==> src/rtl/sre_pkg.sv <==
// shared types, constants and fixed-point helpers for the spectral radius estimator
// no dependencies
package sre_pkg;

   localparam int IDX_W      = 4;
   localparam int CSR_IDX_W  = 3;
   localparam int CSR_DATA_W = 16;
   localparam int ITER_W     = 24;
   localparam int PROD_W     = 40;
   localparam int DVD_W      = 62;
   localparam int DVS_W      = 32;
   localparam int RAD_W      = 64;
   localparam int ROOT_W     = 32;
   localparam int CNT_W      = 10;

   localparam logic [CSR_IDX_W-1:0] CSR_MATRIX_SIZE    = 3'd0;
   localparam logic [CSR_IDX_W-1:0] CSR_EPSILON        = 3'd1;
   localparam logic [CSR_IDX_W-1:0] CSR_MAX_ITERATIONS = 3'd2;
   localparam logic [CSR_IDX_W-1:0] CSR_TOLERANCE      = 3'd3;
   localparam logic [CSR_IDX_W-1:0] CSR_MODE           = 3'd4;

   localparam logic [1:0] MODE_ANALYZE = 2'd0;
   localparam logic [1:0] MODE_GERSH   = 2'd1;
   localparam logic [1:0] MODE_POWER   = 2'd2;

   localparam logic [1:0] PH_ADDR = 2'd0;
   localparam logic [1:0] PH_MUL  = 2'd1;
   localparam logic [1:0] PH_ACC  = 2'd2;

   localparam logic VSEL_ITER = 1'b0;
   localparam logic VSEL_PROD = 1'b1;

   localparam logic signed [65:0] RAYL_LIM = 66'sh4000000000000000;

   typedef enum logic [12:0] {
      S_IDLE      = 13'b0000000000001,
      S_GERSH     = 13'b0000000000010,
      S_DECIDE    = 13'b0000000000100,
      S_INIT_DIV  = 13'b0000000001000,
      S_INIT_SQRT = 13'b0000000010000,
      S_INIT_FILL = 13'b0000000100000,
      S_JV        = 13'b0000001000000,
      S_RAYL      = 13'b0000010000000,
      S_CHECK     = 13'b0000100000000,
      S_NORM      = 13'b0001000000000,
      S_ROOT      = 13'b0010000000000,
      S_SCALE     = 13'b0100000000000,
      S_DONE      = 13'b1000000000000
   } state_type;

   // floor shift by 22, then clamp to signed 40 bits
   function automatic logic signed [PROD_W-1:0] clamp40(input logic signed [63:0] x);
      logic signed [63:0] s;
      s = x >>> 22;
      if (s > 64'sh0000007FFFFFFFFF) begin
         clamp40 = 40'sh7FFFFFFFFF;
      end else if (s < -64'sh0000008000000000) begin
         clamp40 = 40'sh8000000000;
      end else begin
         clamp40 = s[PROD_W-1:0];
      end
   endfunction

   function automatic logic [31:0] abs_sat32(input logic signed [PROD_W-1:0] x);
      logic [PROD_W-1:0] a;
      a = x[PROD_W-1] ? PROD_W'(-x) : x;
      abs_sat32 = (a[PROD_W-1:32] != '0) ? 32'hFFFFFFFF : a[31:0];
   endfunction

endpackage

==> src/rtl/sre_sqrt.sv <==
// integer square root, two radicand bits per cycle
// depends on sre_pkg
module sre_sqrt (
   input  logic                          clock,
   input  logic                          reset,
   input  logic                          start,
   input  logic [sre_pkg::RAD_W-1:0]     radicand,
   output logic                          done,
   output logic [sre_pkg::ROOT_W-1:0]    root
);
   logic                          busy_ff, busy_in;
   logic                          done_ff, done_in;
   logic [4:0]                    cnt_ff, cnt_in;
   logic [sre_pkg::RAD_W-1:0]     x_ff, x_in;
   logic [sre_pkg::RAD_W-1:0]     r_ff, r_in;
   logic [sre_pkg::RAD_W-1:0]     bit_ff, bit_in;
   logic [sre_pkg::RAD_W-1:0]     sum;

   assign sum = r_ff + bit_ff;

   always_comb begin
      busy_in = busy_ff;
      done_in = 1'b0;
      cnt_in  = cnt_ff;
      x_in    = x_ff;
      r_in    = r_ff;
      bit_in  = bit_ff;
      if (start) begin
         busy_in = 1'b1;
         cnt_in  = 5'd31;
         x_in    = radicand;
         r_in    = '0;
         bit_in  = sre_pkg::RAD_W'(1) << (sre_pkg::RAD_W - 2);
      end else if (busy_ff) begin
         if (x_ff >= sum) begin
            x_in = x_ff - sum;
            r_in = (r_ff >> 1) + bit_ff;
         end else begin
            r_in = r_ff >> 1;
         end
         bit_in = bit_ff >> 2;
         cnt_in = cnt_ff - 5'd1;
         if (cnt_ff == '0) begin
            busy_in = 1'b0;
            done_in = 1'b1;
         end
      end
   end

   always_ff @(posedge clock) begin
      if (reset) begin
         busy_ff <= 1'b0;
         done_ff <= 1'b0;
      end else begin
         busy_ff <= busy_in;
         done_ff <= done_in;
      end
      cnt_ff <= cnt_in;
      x_ff   <= x_in;
      r_ff   <= r_in;
      bit_ff <= bit_in;
   end

   assign done = done_ff;
   assign root = r_ff[sre_pkg::ROOT_W-1:0];
endmodule

==> config.mk <==
export PLATFORM = sky130hd
export DESIGN_NAME = sre_sqrt
export DESIGN_NICKNAME = d
export VERILOG_FILES = /design/src/rtl/sre_pkg.sv /design/src/rtl/sre_sqrt.sv
export SDC_FILE = /design/constraint.sdc
export NUM_CORES = 1
export LEC_CHECK = 0
export BUFFER_PORTS_ARGS = -buffer_cell sky130_fd_sc_hd__buf_2
export CAP_MARGIN = 10
export CORE_ASPECT_RATIO = 0.8
export CORE_MARGIN = 4
export CORE_UTILIZATION = 45
export DETAILED_ROUTE_END_ITERATION = 7
export SKIP_LAST_GASP = 1
export SLEW_MARGIN = 20
export SYNTH_ARGS = -nofsm -noshare
export SYNTH_HDL_FRONTEND = slang
export SYNTH_SLANG_ARGS = --single-unit
==> constraint.sdc <==
create_clock -name clock -period 8 [get_ports clock]
set_input_delay 0.4 -clock clock [delete_from_list [all_inputs] [get_ports clock]]
set_output_delay 0.4 -clock clock [all_outputs]
set_load 0.01 [all_outputs]
==> flow_metrics.env <==
export IMPL_status="completed"
export IMPL_avgSynthCellArea_um2=7.740
export IMPL_cp_max_fo=38
export IMPL_core_area_um2=34730
export IMPL_worst_pin_slew_ns=0.9436
export IMPL_hold_violations=0
export IMPL_num_io_pins=100
export IMPL_synthesis_area_um2=15840
export IMPL_hpwl_mm=37.29
export IMPL_dieWidth_um=217.7
export IMPL_grt_overflow_total=0
export IMPL_ctsHoldBuffers=0
export IMPL_rsz0062_at_grt="false"
export IMPL_gp_congestion=0.9516
export IMPL_muxShareOfSynthArea=0.02418
export IMPL_worst_ir_drop_vdd_mv=0.1581
export IMPL_synth_compound_area_share=0.2796
export IMPL_port_buffers=99
export IMPL_synth_distinct_cells=77
export IMPL_power_density_nw_per_um2=283.7
export IMPL_drcViolationCount=0
export IMPL_ys_seq_area_frac=0.2516
export IMPL_grt_max_degree=80
export IMPL_fin_skew_ns=0.01544
export IMPL_synthCells=2046
export IMPL_finalWorstSetupSlack_ns=1.354
export IMPL_postRouteAntennaNets=0
export IMPL_grt_usage=0.2473
export IMPL_antennaDiodeCount=0
export IMPL_worstSetupPathType="reg2reg"
export IMPL_rows=61
export IMPL_max_freq_mhz=150.5
export IMPL_power_leakage_nw=6.404
export IMPL_synth_seq_cells=167
export IMPL_stdcell_area_um2=16880
export IMPL_slew_headroom=0.3546
export IMPL_maxCapViolCount=0
export IMPL_yosysTopAreaCell="dfxtp_1"
export IMPL_ys_top_cells_by_area="dfxtp_1 13%, edfxtp_1 12%, ha_1 10%, nand2_1 5.9%, o21ai_0 5.6%"
export IMPL_worst_ep_arrival_time_ns=6.78
export IMPL_path_clk_slew_ns=0.07
export IMPL_drt_pass1_iter_count=8
export IMPL_placed_cell_area_um2=16320
export IMPL_synth_edf_count=64
export IMPL_dp_slack_ns=1.445
export IMPL_cpPeakStageDelay_ns=0.64
export IMPL_routedWlPerCell_um=19.32
export IMPL_drive_gt1_frac=0.08370
export IMPL_post_route_min_period_ns=6.646
export IMPL_clock_root_buffer="clkbuf_16"
export IMPL_ys_top_cells_by_count="249 x nand2_1, 178 x o21ai_0, 163 x a21oi_1"
export IMPL_nFillCells=3457
export IMPL_critPathBufInv=1
export IMPL_finish_utilization=0.4861
export IMPL_setup_tns_ns=0
export IMPL_drt_iter0_markers=1647
export IMPL_yosys_area_share_simple=0.1994
export IMPL_cts_resized_gates=0
export IMPL_numClockSinks=167
export IMPL_synth_top_area_share=0.1302
export IMPL_worst_path_max_delay_cell="nand2_2"
export IMPL_whs_ns=0.1241
export IMPL_synth_top_family_by_area="compound AO/OA/AOI/OAI gates"
export IMPL_cts_tree="built"
export IMPL_yosys_warnings=0
export IMPL_stdcell_count=2515
export IMPL_min_period_over_period=0.8308
export IMPL_yosysMostFrequentCell="nand2_1"
export IMPL_dp_cells=2483
export IMPL_antenna_found_initial=1
export IMPL_area_growth_pct=6.613
export IMPL_insertion_delay_ns=0.45
export IMPL_min_path_type="in2reg"
export IMPL_cp_start_kind="flop"
export IMPL_total_power_mw=4.790
export IMPL_grt_pass1_vias=13870
export IMPL_cts_post_setup_buffers_inserted=0
export IMPL_cp_cell_sequence="ha_1 -> a31oi_1 -> a211oi_1 -> a32o_1 -> o2bb2ai_1 -> o22ai_1 -> or3_1 -> a311oi_1 -> xor2_1 -> ha_1 -> nand4_1 -> or4_4 -> or4_4 -> o221ai_4 -> nand2_1 -> nand2_2 -> buf_12"
export IMPL_synthArstFlopShare=0
export IMPL_required_ns=8.14
export IMPL_cts_buffers_inserted=17
export IMPL_fin_nets=2229
export IMPL_vias=15460
export IMPL_grt_pass1_wl_mm=76.54
export IMPL_vias_per_cell=6.148
export IMPL_initial_core_util=0.4560
export IMPL_finalSetupViolCount=0
export IMPL_worst_setup_path_end_kind="flop"
export IMPL_cts_buffer_depth=2
export IMPL_wl_mm=48.60
export IMPL_die_h_um=175.8
export IMPL_htree_levels=4
export IMPL_synth_flop_cell="dfxtp_1"
export IMPL_die_area_um2=38270
export IMPL_synthXorXnorAreaFrac=0.08518
export IMPL_crit_family="simple AND/OR/NAND/NOR gates"
export IMPL_syn_nets=2245
export IMPL_synthAdderAreaFrac=0.1048
export IMPL_slew_violations=0
[final timing paths]
kind | from | endpoint | slack, ns | cells after the start
worst max register to register | r_ff[2]$_SDFFE_PP0P_ | x_ff[20]$_DFFE_PP_ | 1.35 | 17
worst min register to register | cnt_ff[3]$_SDFFE_PP1P_ | cnt_ff[3]$_SDFFE_PP1P_ | 0.49 | 2
worst max-delay path | r_ff[2]$_SDFFE_PP0P_ | x_ff[20]$_DFFE_PP_ | 1.35 | 17
worst min-delay path | reset | busy_ff$_SDFF_PP0_ | 0.12 | 2
[layout by cell type (no fill, tap or decap), types with 64 or more instances in the layout]
cell type  netlist  final
buf_2           13     98
a21oi_1        163    163
edfxtp_1        64     64
o21ai_0        178    178
ha_1           131    131
nor2_1         162    162
dfxtp_1        103    102
xor2_1          75     75
nand2_1        249    248
xnor2_1         79     79
[flip-flops by register name (all words and copies together) (netlist names)]
| signal | count |
|---|---|
| bit_ff | 32 |
| busy_ff | 1 |
| cnt_ff | 5 |
| done | 1 |
| r_ff | 64 |
| x_ff | 64 |
[cells by family (layout without fill, tap and decap cells)]
logic type                 count (synthesis)  count (layout)
AOI/OAI and AO/OA                        695             695
xor gates and xnor gates                 154             154
adders and majority gates                132             132
buffers and inverters                    191             188
DFF                                      167             167
muxes                                     38              38
and+or+nand+nor                          669             669
[report_power, final]
| group | internal (mW) | switching (mW) |
|---|---|---|
| sequential | 1.12 | 0.174 |
| clock | 0.428 | 0.377 |
| combinational | 0.997 | 1.69 |
| total | 2.55 | 2.24 |
[cell type report]
type	instances	area [um2]	share of cell area
clock buffers	21	470.5	0.02787
clock inverters	11	86.33	0.005114
inverters	49	183.9	0.01089
multi-input cells	1688	10990	0.6509
flip-flops and latches	167	3988	0.2362
well taps	472	590.6	0.03498
repair buffers	107	574.3	0.03402
[layer usage]
metal | GRT usage | vias to the layer above | routed length (um)
met5 | 0 | - | 0
met4 | 0.04685 | 0 | 628
met3 | 0.04064 | 44 | 3644
met2 | 0.3490 | 608 | 19480
met1 | 0.3937 | 7252 | 24850
li1 | - | 7559 | -
No activity file was read; power rests on OpenSTA's default activity.
