===== src/rtl/sre_pkg.sv =====
// shared types, constants and fixed-point helpers for the spectral radius estimator
// no dependencies
package sre_pkg;

   localparam int IDX_W      = 4;
   localparam int CSR_IDX_W  = 3;
   localparam int CSR_DATA_W = 16;
   localparam int ITER_W     = 24;
   localparam int PROD_W     = 40;
   localparam int DVD_W      = 62;
   localparam int DVS_W      = 32;
   localparam int RAD_W      = 64;
   localparam int ROOT_W     = 32;
   localparam int CNT_W      = 10;

   localparam logic [CSR_IDX_W-1:0] CSR_MATRIX_SIZE    = 3'd0;
   localparam logic [CSR_IDX_W-1:0] CSR_EPSILON        = 3'd1;
   localparam logic [CSR_IDX_W-1:0] CSR_MAX_ITERATIONS = 3'd2;
   localparam logic [CSR_IDX_W-1:0] CSR_TOLERANCE      = 3'd3;
   localparam logic [CSR_IDX_W-1:0] CSR_MODE           = 3'd4;

   localparam logic [1:0] MODE_ANALYZE = 2'd0;
   localparam logic [1:0] MODE_GERSH   = 2'd1;
   localparam logic [1:0] MODE_POWER   = 2'd2;

   localparam logic [1:0] PH_ADDR = 2'd0;
   localparam logic [1:0] PH_MUL  = 2'd1;
   localparam logic [1:0] PH_ACC  = 2'd2;

   localparam logic VSEL_ITER = 1'b0;
   localparam logic VSEL_PROD = 1'b1;

   localparam logic signed [65:0] RAYL_LIM = 66'sh4000000000000000;

   typedef enum logic [12:0] {
      S_IDLE      = 13'b0000000000001,
      S_GERSH     = 13'b0000000000010,
      S_DECIDE    = 13'b0000000000100,
      S_INIT_DIV  = 13'b0000000001000,
      S_INIT_SQRT = 13'b0000000010000,
      S_INIT_FILL = 13'b0000000100000,
      S_JV        = 13'b0000001000000,
      S_RAYL      = 13'b0000010000000,
      S_CHECK     = 13'b0000100000000,
      S_NORM      = 13'b0001000000000,
      S_ROOT      = 13'b0010000000000,
      S_SCALE     = 13'b0100000000000,
      S_DONE      = 13'b1000000000000
   } state_type;

   // floor shift by 22, then clamp to signed 40 bits
   function automatic logic signed [PROD_W-1:0] clamp40(input logic signed [63:0] x);
      logic signed [63:0] s;
      s = x >>> 22;
      if (s > 64'sh0000007FFFFFFFFF) begin
         clamp40 = 40'sh7FFFFFFFFF;
      end else if (s < -64'sh0000008000000000) begin
         clamp40 = 40'sh8000000000;
      end else begin
         clamp40 = s[PROD_W-1:0];
      end
   endfunction

   function automatic logic [31:0] abs_sat32(input logic signed [PROD_W-1:0] x);
      logic [PROD_W-1:0] a;
      a = x[PROD_W-1] ? PROD_W'(-x) : x;
      abs_sat32 = (a[PROD_W-1:32] != '0) ? 32'hFFFFFFFF : a[31:0];
   endfunction

endpackage


===== src/rtl/sre_div.sv =====
// bit-serial restoring divider, one quotient bit per cycle
// depends on sre_pkg
module sre_div (
   input  logic                          clock,
   input  logic                          reset,
   input  logic                          start,
   input  logic [sre_pkg::DVD_W-1:0]     dividend,
   input  logic [sre_pkg::DVS_W-1:0]     divisor,
   output logic                          done,
   output logic [sre_pkg::DVD_W-1:0]     quotient
);
   logic                          busy_ff, busy_in;
   logic                          done_ff, done_in;
   logic [5:0]                    cnt_ff, cnt_in;
   logic [sre_pkg::DVD_W-1:0]     dvd_ff, dvd_in;
   logic [sre_pkg::DVS_W-1:0]     dvs_ff, dvs_in;
   logic [sre_pkg::DVS_W-1:0]     rem_ff, rem_in;
   logic [sre_pkg::DVD_W-1:0]     q_ff, q_in;
   logic [sre_pkg::DVS_W:0]       trial;
   logic                          ge;

   assign trial = {rem_ff, dvd_ff[sre_pkg::DVD_W-1]};
   assign ge    = trial >= {1'b0, dvs_ff};

   always_comb begin
      busy_in = busy_ff;
      done_in = 1'b0;
      cnt_in  = cnt_ff;
      dvd_in  = dvd_ff;
      dvs_in  = dvs_ff;
      rem_in  = rem_ff;
      q_in    = q_ff;
      if (start) begin
         busy_in = 1'b1;
         cnt_in  = 6'(sre_pkg::DVD_W - 1);
         dvd_in  = dividend;
         dvs_in  = divisor;
         rem_in  = '0;
         q_in    = '0;
      end else if (busy_ff) begin
         rem_in = ge ? sre_pkg::DVS_W'(trial - {1'b0, dvs_ff}) : trial[sre_pkg::DVS_W-1:0];
         q_in   = {q_ff[sre_pkg::DVD_W-2:0], ge};
         dvd_in = dvd_ff << 1;
         cnt_in = cnt_ff - 6'd1;
         if (cnt_ff == '0) begin
            busy_in = 1'b0;
            done_in = 1'b1;
         end
      end
   end

   always_ff @(posedge clock) begin
      if (reset) begin
         busy_ff <= 1'b0;
         done_ff <= 1'b0;
      end else begin
         busy_ff <= busy_in;
         done_ff <= done_in;
      end
      cnt_ff <= cnt_in;
      dvd_ff <= dvd_in;
      dvs_ff <= dvs_in;
      rem_ff <= rem_in;
      q_ff   <= q_in;
   end

   assign done     = done_ff;
   assign quotient = q_ff;
endmodule


===== config.mk =====
export PLATFORM = sky130hd
export DESIGN_NAME = sre_div
export DESIGN_NICKNAME = d
export VERILOG_FILES = /design/src/rtl/sre_pkg.sv /design/src/rtl/sre_div.sv
export SDC_FILE = /design/constraint.sdc
export NUM_CORES = 1
export LEC_CHECK = 0
export CORE_ASPECT_RATIO = 0.8
export CORE_MARGIN = 10
export CORE_UTILIZATION = 25
export CTS_CLUSTER_SIZE = 24
export DETAILED_ROUTE_END_ITERATION = 16
export DONT_BUFFER_PORTS = 1
export PLACE_DENSITY = 0.43
export SLEW_MARGIN = 40
export SYNTH_ARGS = -nofsm -noshare
export SYNTH_HDL_FRONTEND = slang
export SYNTH_SLANG_ARGS = --single-unit

===== constraint.sdc =====
create_clock -name clock -period 2.5 [get_ports clock]
set_input_delay 0.375 -clock clock [delete_from_list [all_inputs] [get_ports clock]]
set_output_delay 0.375 -clock clock [all_outputs]
set_load 0.02 [all_outputs]

==> impl_metrics.yaml <==
clock_tree:
  cts-buffers-inserted: 17
  clk_latency_ns: 0.46
  cts_buffer_depth: 2
  cts_tree: "built"
  clk_pin_slew_worst_paths_ns: 0.08
  root_buffer: "clkbuf_16"
  htreeDepth: 4
  cts.sinks: 196
power:
  p_int_uw: 5910
  powerDensity_nw_per_um2: 647
  comb_power_share_pct: 17.7
  power_frac_seq_pct: 45.8
  p_leak_uw: 0.00485
  clkPwrFrac_pct: 36.6
  switching_share_pct: 26.2
  switchingPower_uw: 2100
  vdd_drop_max_mv: 0.355
global_route:
  grt_max_degree: 192
  first_global_vias: 7015
  grt_util_all_layers_pct: 11.2
  grt-ovfl-total: 0
  antenna_found_initial: 2
  grt_pass1_wl_um: 40400
place:
  gp_congestion: 0.835
  port_buffers: 0
  dpl-instance-area_um2: 10700
  hpwl_um: 17800
timing:
  fin_tns_setup_ns: -4.03
  setup_viol: 32
  min_period_over_period_pct: 108
  drv_slew: 0
  rsz0062_at_grt: "yes"
  period_minus_slack_ns: 2.69
  hold_viol: 0
  setup_slack_ns: -0.191
  slew_headroom_pct: 60.9
  finalClockSkew_ns: 0.0150
  fmax_mhz: 372
  worst_pin_slew_ns: 0.578
worst_setup_path:
  end_kind: "register"
  start_kind: "register"
  critical_path_class: "register to register"
  cp.required_ns: 2.85
  critPathMaxFanout: 8
  cp.arrival_ns: 3.04
routing:
  drc: 0
  dr_wl_met2_um: 11500
  met3_wirelength_um: 1580
  viasPerCell: 4.50
  wirelength_um: 26200
  drtAntennaViolNets: 0
  drt_iter0_markers: 346
  topRoutingLayerUsed: "met5"
  routedWlPerCell_um: 17.5
  wl_met1_um: 12800
  vias: 6740
  dr.pass1.iters: 4
floorplan:
  core_um2: 37000
  io-pin-count: 160
  rows: 63
  die_w_um: 236
  dieArea_um2: 45600
  die_h_um: 193
  initial_core_util_pct: 25.3
logic_synthesis:
  synthDistinctLibCells: 60
  yosys_warnings: 0
  syn_area_um2: 9360
  syn-num-nets: 994
  syn_avg_cell_area_um2: 10.9
  async_flop_share_pct: 0
  synth_edf_count: 94
  synthFlopType: "dfxtp_1"
  synthCells: 862
  yosysSeqAreaShare_pct: 52.0
  ys_ff_latch: 196
cells_and_area:
  fillers: 3757
  drive_gt1_share_pct: 30.1
  final_cell_mix: "nor2_1 (114), buf_4 (112), dfxtp_1 (101), edfxtp_1 (94), mux2i_1 (63)"
  final_area_um2: 12400
  multi_input_comb_area_um2: 4690
  area_growth_pct: 32.3
  fin_nets: 1131
  fin_util_pct: 33.4
  layout_commonest_cell: "nor2_1"
  seq_area_um2: 4870
  antenna_cells: 0
outcome:
  violations: "setup timing"
  outcome: "finished with violations"
flow_run:
  cap_violations: 0
hold_path:
  hp-class: "input port to register"
-- critical path, stage by stage, from the launching register on --
cell	delay, ns
edfxtp_1	0.38
inv_2	0.08
ha_4	0.22
a21oi_4	0.15
o211ai_1	0.11
a221o_1	0.35
nand4b_1	0.27
a31oi_4	0.21
o221a_4	0.25
buf_12	0.16
buf_6	0.11
mux2i_2	0.21
a211oi_2	0.09
-- per-layer routing --
layer | track usage (%) | vias up
met5 | 0 | -
met4 | 3.11 | 4
met3 | 4.19 | 25
met2 | 16.6 | 109
met1 | 15.1 | 3226
li1 | - | 3376
-- area by class of cell --
| type | instances | share of cell area, % |
|---|---|---|
| tap | 487 | 4.92 |
| timing repair buffer | 161 | 11.5 |
| inverter | 45 | 1.39 |
| sequential | 196 | 39.3 |
| multi-input combinational | 578 | 37.8 |
| clock buffer | 22 | 4.18 |
| clock inverter | 10 | 0.869 |
-- final timing paths --
check                            endpoint  slack (ns)  cells after the start                    from
setup / recovery  rem_ff[24]$_SDFFE_PP0P_       -0.19                     12    dvs_ff[18]$_DFFE_PP_
hold / removal        dvs_ff[8]$_DFFE_PP_        0.04                      0                   start
setup reg to reg  rem_ff[24]$_SDFFE_PP0P_       -0.19                     12    dvs_ff[18]$_DFFE_PP_
hold reg to reg    cnt_ff[1]$_SDFFE_PP0P_        0.50                      2  cnt_ff[1]$_SDFFE_PP0P_
-- sequential cells by signal (all words and copies together), names as in the netlist --
| signal | count |
|---|---|
| quotient | 62 |
| rem_ff | 32 |
| busy_ff | 1 |
| done | 1 |
| dvs_ff | 32 |
| dvd_ff | 62 |
| cnt_ff | 6 |
-- power by group through the flow --
stage / clock network (uW) / logic [uW] / registers, uW
2_1_floorplan: 0 / 781 / 3700
6_report: 2930 / 1420 / 3670
4_1_cts: 3060 / 1320 / 3670
3_3_place_gp: 0 / 1190 / 3730
3_5_place_dp: 0 / 1180 / 3730
5_1_grt: 3180 / 1550 / 3690
-- Yosys cell counts, drive strengths merged, types with 2 or more instances --
cell type    n  area share [%]
o211ai       4            0.32
o21ai       28             1.5
clkbuf      25             1.0
ha          34             4.5
buf         18             1.0
nor3        11            0.59
and2         5            0.33
a41o         3            0.32
o2111ai      2            0.19
mux2        61             7.3
a22oi        3            0.24
xor2        11             1.0
nand2       32             1.3
nand4        6            0.40
and3         8            0.53
nor2       121             4.9
o31ai        4            0.37
dfxtp      102              22
a21bo        2            0.21
a211o        2            0.19
inv         45             1.8
a31oi        2            0.20
a21o        10            0.80
or3          2            0.13
a311oi       2            0.19
a22o         2            0.19
a32oi        2            0.19
nand3        9            0.48
nand3b       7            0.56
a211oi      24             1.9
mux2i       66             7.1
nand2b      11            0.74
o21bai       5            0.40
a21boi       3            0.24
edfxtp      94              30
xnor2       16             1.5
nor3b        2            0.16
nor2b        8            0.53
o21a         7            0.56
a21oi       50             2.7
-- cells by family after synthesis --
kind of cell               Yosys count  share of synthesized area (%)
DFF                                196                           52.0
adders and majority gates           35                           4.76
xor gates and xnor gates            27                           2.53
AOI/OAI and AO/OA                  163                           11.6
muxes                              127                           14.4
and+or+nand+nor                    226                           11.0
buffers and inverters               88                           3.85
-- through the flow --
stage / power (uW) / cells / hold WS [ns] / worst slack [ns]
finish: 8010 / 1499 / 0.0409 / -0.191
global route: 8420 / 1499 / 0.000842 / -0.311
CTS: 8040 / 1489 / -0.0363 / -0.225
detailed placement: 4910 / 1421 / 0.444 / -0.420
global placement: 4920 / 1421 / 0.440 / -0.374
floorplan: 4490 / 862 / 0.447 / 0.00680
-- timing repair --
item                                   CTS  global route
gates cloned                             1             1
gates resized for setup                 61            62
endpoints found under the hold margin   43             6
setup endpoints to repair               33            33
hold buffers                            33             3
buffers inserted                         2             8
pin swaps                               21            31
No activity file was read; power rests on OpenSTA's default activity.
